## src/rtl/core/byte_ring_fifo_with_timed_read_defines.svh

```systemverilog
// Assertion macros shared by the ring FIFO modules.
`ifndef BYTE_RING_FIFO_WITH_TIMED_READ_DEFINES_SVH
`define BYTE_RING_FIFO_WITH_TIMED_READ_DEFINES_SVH

// Checked on the block clock, off while reset is high.
`define BRF_ASSERT(lbl, prop, msg) \
   lbl: assert property (@(posedge clock) disable iff (reset) prop) else $error(msg);

// Condition in a cycle implies a fact in the next.
`define BRF_ASSERT_NEXT(lbl, cond, nxt, msg) \
   `BRF_ASSERT(lbl, (cond) |=> (nxt), msg)

`endif

```

## src/rtl/core/brf_pkg.sv

```systemverilog
// Types, constants and command/status structs for the byte ring FIFO.
package brf_pkg;

   localparam int BUFFER_DEPTH = 2048;
   localparam int ADDR_W       = $clog2(BUFFER_DEPTH);
   localparam int MAX_READ     = 64;
   localparam int BYTE_W       = 8;
   localparam int LEN_W        = 7;
   localparam int FILL_W       = 11;
   localparam int TIMEOUT_W    = 16;
   localparam int STEP_W       = 10;
   localparam int CSR_IDX_W    = 1;
   localparam int CSR_DATA_W   = 16;
   localparam int CMP_W        = (ADDR_W > LEN_W) ? ADDR_W : LEN_W;

   localparam logic [TIMEOUT_W-1:0] TIMEOUT_RESET = TIMEOUT_W'(1000);
   localparam logic [STEP_W-1:0]    STEP_RESET    = STEP_W'(30);

   typedef enum logic [1:0] {
      KIND_PUSH = 2'd0,
      KIND_READ = 2'd1,
      KIND_TICK = 2'd2
   } kind_type;

   typedef enum logic [1:0] {
      ST_OK      = 2'd0,
      ST_SHORT   = 2'd1,
      ST_TIMEOUT = 2'd2,
      ST_BUSY    = 2'd3
   } status_type;

   typedef enum logic [CSR_IDX_W-1:0] {
      CSR_TIMEOUT   = 1'b0,
      CSR_POLL_STEP = 1'b1
   } csr_reg_type;

   typedef enum logic [1:0] {
      S_IDLE  = 2'd0,
      S_FETCH = 2'd1,
      S_EMIT  = 2'd2
   } state_type;

   typedef struct packed {
      logic       push;
      logic       set_pending;
      logic       clear_pending;
      logic       tick_budget;
      logic       start_read;
      logic       from_pending;
      logic       fetch;
      logic       emit;
      logic       single;
      status_type single_status;
      logic       flush;
   } dp_cmd_type;

   typedef struct packed {
      logic out_free;
      logic pending;
      logic req_fits;
      logic req_len_zero;
      logic pend_fits;
      logic pend_len_zero;
      logic budget_spent;
      logic timeout_zero;
      logic cnt_last;
   } dp_status_type;

endpackage

```

## src/rtl/core/brf_ctrl.sv

```systemverilog
// Controller: decodes accepted beats and sequences the byte read-out.
`include "byte_ring_fifo_with_timed_read_defines.svh"

module brf_ctrl (
   input  logic                   clock,
   input  logic                   reset,
   input  logic                   req_valid,
   input  logic [1:0]             req_kind,
   input  logic                   req_wait_mode,
   output logic                   req_stall,
   input  brf_pkg::dp_status_type status,
   output brf_pkg::dp_cmd_type    cmd
);

   brf_pkg::state_type state_ff, state_in;
   logic               accept;

   assign req_stall = !(state_ff == brf_pkg::S_IDLE && status.out_free);
   assign accept    = req_valid && !req_stall;

   always_ff @(posedge clock) begin
      if (reset) begin
         state_ff <= brf_pkg::S_IDLE;
      end else begin
         state_ff <= state_in;
      end
   end

   always_comb begin
      state_in = state_ff;
      cmd      = '0;
      cmd.single_status = brf_pkg::ST_OK;
      unique case (state_ff)
         brf_pkg::S_IDLE: begin
            if (accept) begin
               unique case (brf_pkg::kind_type'(req_kind))
                  brf_pkg::KIND_PUSH: begin
                     cmd.push = 1'b1;
                  end
                  brf_pkg::KIND_READ: begin
                     priority if (status.pending) begin
                        cmd.single        = 1'b1;
                        cmd.single_status = brf_pkg::ST_BUSY;
                     end else if (status.req_fits) begin
                        if (status.req_len_zero) begin
                           cmd.single = 1'b1;
                        end else begin
                           cmd.start_read = 1'b1;
                           state_in       = brf_pkg::S_FETCH;
                        end
                     end else if (!req_wait_mode) begin
                        cmd.single        = 1'b1;
                        cmd.single_status = brf_pkg::ST_SHORT;
                     end else if (status.timeout_zero) begin
                        cmd.single        = 1'b1;
                        cmd.single_status = brf_pkg::ST_TIMEOUT;
                        cmd.flush         = 1'b1;
                     end else begin
                        cmd.set_pending = 1'b1;
                     end
                  end
                  brf_pkg::KIND_TICK: begin
                     if (status.pending) begin
                        cmd.tick_budget = 1'b1;
                        priority if (status.pend_fits) begin
                           cmd.clear_pending = 1'b1;
                           if (status.pend_len_zero) begin
                              cmd.single = 1'b1;
                           end else begin
                              cmd.start_read   = 1'b1;
                              cmd.from_pending = 1'b1;
                              state_in         = brf_pkg::S_FETCH;
                           end
                        end else if (status.budget_spent) begin
                           cmd.clear_pending = 1'b1;
                           cmd.single        = 1'b1;
                           cmd.single_status = brf_pkg::ST_TIMEOUT;
                           cmd.flush         = 1'b1;
                        end else begin
                           cmd.tick_budget = 1'b1;
                        end
                     end
                  end
                  default: ;
               endcase
            end
         end
         brf_pkg::S_FETCH: begin
            cmd.fetch = 1'b1;
            state_in  = brf_pkg::S_EMIT;
         end
         brf_pkg::S_EMIT: begin
            if (status.out_free) begin
               cmd.emit = 1'b1;
               state_in = status.cnt_last ? brf_pkg::S_IDLE : brf_pkg::S_FETCH;
            end
         end
         default: begin
            state_in = brf_pkg::S_IDLE;
         end
      endcase
   end

   `BRF_ASSERT_NEXT(a_fetch_to_emit, state_ff == brf_pkg::S_FETCH, state_ff == brf_pkg::S_EMIT, "fetch not followed by emit")
   `BRF_ASSERT_NEXT(a_emit_holds, state_ff == brf_pkg::S_EMIT && !status.out_free, state_ff == brf_pkg::S_EMIT, "left emit while output busy")
   `BRF_ASSERT_NEXT(a_run_ends, state_ff == brf_pkg::S_EMIT && status.out_free && status.cnt_last, state_ff == brf_pkg::S_IDLE, "run did not end after last beat")

endmodule

```

## config.mk

```make
export PLATFORM = sky130hd
export DESIGN_NAME = brf_ctrl
export DESIGN_NICKNAME = d
export VERILOG_FILES = /design/src/rtl/core/brf_pkg.sv /design/src/rtl/core/brf_ctrl.sv
export VERILOG_INCLUDE_DIRS = /design/src /design/src/rtl/core
export SDC_FILE = /design/constraint.sdc
export NUM_CORES = 1
export LEC_CHECK = 0
export BUFFER_PORTS_ARGS = -buffer_cell sky130_fd_sc_hd__buf_2
export CELL_PAD_IN_SITES_DETAIL_PLACEMENT = 0
export CELL_PAD_IN_SITES_GLOBAL_PLACEMENT = 1
export CORE_UTILIZATION = 24
export CTS_CLUSTER_DIAMETER = 120
export DETAILED_ROUTE_END_ITERATION = 6
export PLACE_DENSITY_LB_ADDON = 0.1
export SYNTH_ARGS = -nofsm -noshare
export SYNTH_HDL_FRONTEND = slang
export SYNTH_SLANG_ARGS = --single-unit
```

## constraint.sdc

```tcl
create_clock -name clock -period 1.18 [get_ports clock]
set_input_delay 0.059 -clock clock [delete_from_list [all_inputs] [get_ports clock]]
set_output_delay 0.059 -clock clock [all_outputs]
set_load 0.02 [all_outputs]
```

==> key figures <==
Status
  • Status: finished with violations
  • Failing checks: negative setup slack

Die
  • Die H: 40.9 um
  • Num ports: 28
  • Row count: 13
  • Die footprint: 1670 um2
  • Core area: 1350 um2
  • Die X: 40.9 um
  • Initial Util: 26.9%

Logic synthesis
  • Mapped Area: 363 um2
  • Number of synthesized flops with an enable pin: 0
  • Sequential area share after synthesis: 11.0%
  • Mean post-synth cell area: 7.41 um2
  • Post-synth top flop: dfxtp_1
  • FF+latch count, synth: 2
  • Unique masters post-synth: 26
  • Async set-reset flop share out of synthesis: 0%
  • Cells after Synth: 49
  • Net count of the mapped netlist: 67
  • Yosys warns: 0

Placed design
  • Number of port buffers: 27
  • HPWL Detailed: 825 um
  • Post-DP Area: 569 um2
  • Placed insts: 97
  • GPL Wtd Cong: 0.702

Detailed routing
  • WL final: 1020 um
  • Initial DRC Count: 2
  • DR vias/cell: 4.65
  • Post-route ant nets: 0
  • Wire per inst: 10.1 um
  • Vias: 470
  • # DRC: 0
  • Pre-antenna DRT Iters: 2

Setup path
  • Slowest stage cell, crit path: and4bb_2
  • Crit start category: register
  • Crit path max-delay family: simple AND/OR/NAND/NOR gates
  • Crit. End Element: output pin
  • Critical path data required time: 1120 ps
  • CP Launch Point: state_ff[0]
  • CP max FO: 3
  • Worst Path Buf+Inv: 1
  • Crit-path cells: and4bb_2, and3_4, and3b_2, buf_6
  • Critical Path Max Stage Delay: 350 ps
  • Worst Path Arrival: 1370 ps
  • RR Startpoint: state_ff[0]
  • Crit Path Category: reg -> out

Global routing
  • GRT overflow: 0
  • Largest net degree at the start of global routing: 10
  • Vias in the first global route: 425
  • First-pass GRT wire length: 1590 um
  • GRT Overall Usage: 15.0%
  • Initial antenna violation count: 0

Finish
  • Ant diodes: 0
  • Area growth, synth to finish: 78.6%
  • Layout Cells excl Fill: 101
  • Largest Register: state_ff
  • Fill cells: 147
  • Layout cells sized above 1: 58.1%
  • Final nets: 106
  • Design Area, Final: 648 um2
  • Biggest regs: state_ff (2)
  • Max FFs per register: 2

Clocking
  • Clk sinks: 2
  • H-Tree Level Count: 1
  • Clock Tree Root: clkbuf_4
  • CTS buffer count: 3
  • CTS tree: yes
  • Latest clock arrival within the worst-skew pair: 230 ps
  • Worst-path clk slew: 30 ps
  • Clock buffer depth: 2

Min path
  • Min-delay src: status[0]
  • Type of the worst min-delay path: in -> reg

STA
  • Final hold vios: 0
  • Period utilisation layout: 121%
  • Fin crit period: 1430 ps
  • Worst Tran Pin Value: 458 ps
  • Max-Slew Margin vs Limit: 69.1%
  • Final setup viols: 10
  • Fmax: 699 MHz
  • Count of pins over their slew limit: 0
  • Unrepaired setup endpoints after global routing: yes
  • Final clock skew: 5.23 ps
  • Worst setup margin: -250 ps

Power
  • Sw Ratio: 30.1%
  • Clk pwr share: 44.5%
  • P_int: 245 uW
  • Combinational fraction of design power: 35.9%
  • Reg power frac: 19.6%
  • Leakage: 0.000327 uW
  • NetSw: 105 uW
  • Pwr dens: 540 nW/um2
  • Max rail drop VDD: 0.000313 V

Job
  • Max_cap viols: 0
placed cells by master (no fill, tap or decap):
master	instances
a21oi_1	1
a21oi_2	2
a31oi_2	1
and2_1	1
and2b_2	1
and3_4	1
and3b_1	2
and3b_2	1
and4bb_2	1
buf_2	17
buf_4	14
buf_6	3
clkbuf_4	3
dfxtp_1	2
dlygate4sd3_1	1
ha_1	3
inv_1	3
mux2_2	1
nand2_1	4
nand2_2	1
nand2b_1	2
nand2b_4	1
nand3_1	1
nand4b_1	3
nor2_1	7
nor2b_1	1
nor3b_1	1
o21a_1	1
o21ai_0	2
o21ai_2	1
o311ai_0	1
o32a_2	1
or2_2	1
synthesized netlist by cell type (all sizes together) (2+ instances only):
master  n  area (um2)
nand2b  3        26.3
nand2   5        18.8
a21oi   3        15.0
nor2    7        26.3
nand4b  3        26.3
ha      3        37.5
and3b   3        26.3
inv     3        11.3
dfxtp   2        40.0
o21ai   3        18.8
cell families after synthesis:
kind of cell / share of synthesized area, %
multiplexers: 3.10
flip-flops: 11.0
AND/OR/NAND/NOR: 51.7
buffers and inverters: 5.17
AO/OA/AOI/OAI: 18.6
adder cells (fa/ha/maj): 10.3
power groups by stage:
stage	Combinational [uW]	Clock [uW]	Sequential, uW
global route	138	175	68.5
floorplan	54.7	0	69.7
global placement	117	0	69.5
finish	125	156	68.6
detailed placement	116	0	69.5
CTS	122	168	68.6
worst register-to-register path, cell delays in order (launching register included):
cell      delay (ps)
dfxtp_1          300
and4bb_2         350
buf_4            140
nand2b_1          60
o21ai_2          100
worst paths after layout:
kind	to	slack [ps]	cells past startpoint
worst max register to register	state_ff[0]	170	4
worst max-delay path	cmd[6]	-250	4
worst min-delay path	state_ff[0]	100	4
worst min register to register	state_ff[1]	630	4
per-layer routing:
| metal | GRT usage, % | wire [um] |
|---|---|---|
| met1 | 16.8 | 494 |
| met2 | 23.8 | 425 |
| met3 | 3.26 | 81 |
| met4 | 12.5 | 19 |
| met5 | 0 | 0 |
stage by stage:
| stage | power (uW) | setup slack [ps] | TNS, ps | hold slack (ps) | util [%] |
|---|---|---|---|---|---|
| after floorplan | 124 | -0.582 | -1.75 | 131 | - |
| after global placement | 187 | -14.4 | -19.2 | 250 | 42.2 |
| after detailed placement | 185 | -11.7 | -25.6 | 245 | 42.2 |
| after CTS | 358 | -245 | -1900 | 91.4 | 46.3 |
| after global routing | 381 | -286 | -2070 | 112 | 48.0 |
| final | 350 | -250 | -1610 | 101 | 48.0 |
cell type report:
class | count | area (um2) | area share, %
sequential | 2 | 40.0 | 6.18
multi-input combinational | 43 | 322 | 49.6
timing repair buffer | 35 | 234 | 36.1
clock buffer | 3 | 22.5 | 3.47
inverter | 3 | 11.3 | 1.74
tap | 15 | 18.8 | 2.90
timing repair:
action | 4_1_cts | 5_1_grt
endpoints found under the hold margin | 1 | 0
pin swaps | 1 | 0
resized for setup | 8 | 8
endpoints found under the setup margin | 10 | 10
hold buffers | 1 | 0
setup buffers | 0 | 0
Note: power is estimated with default switching activity, not from simulation.
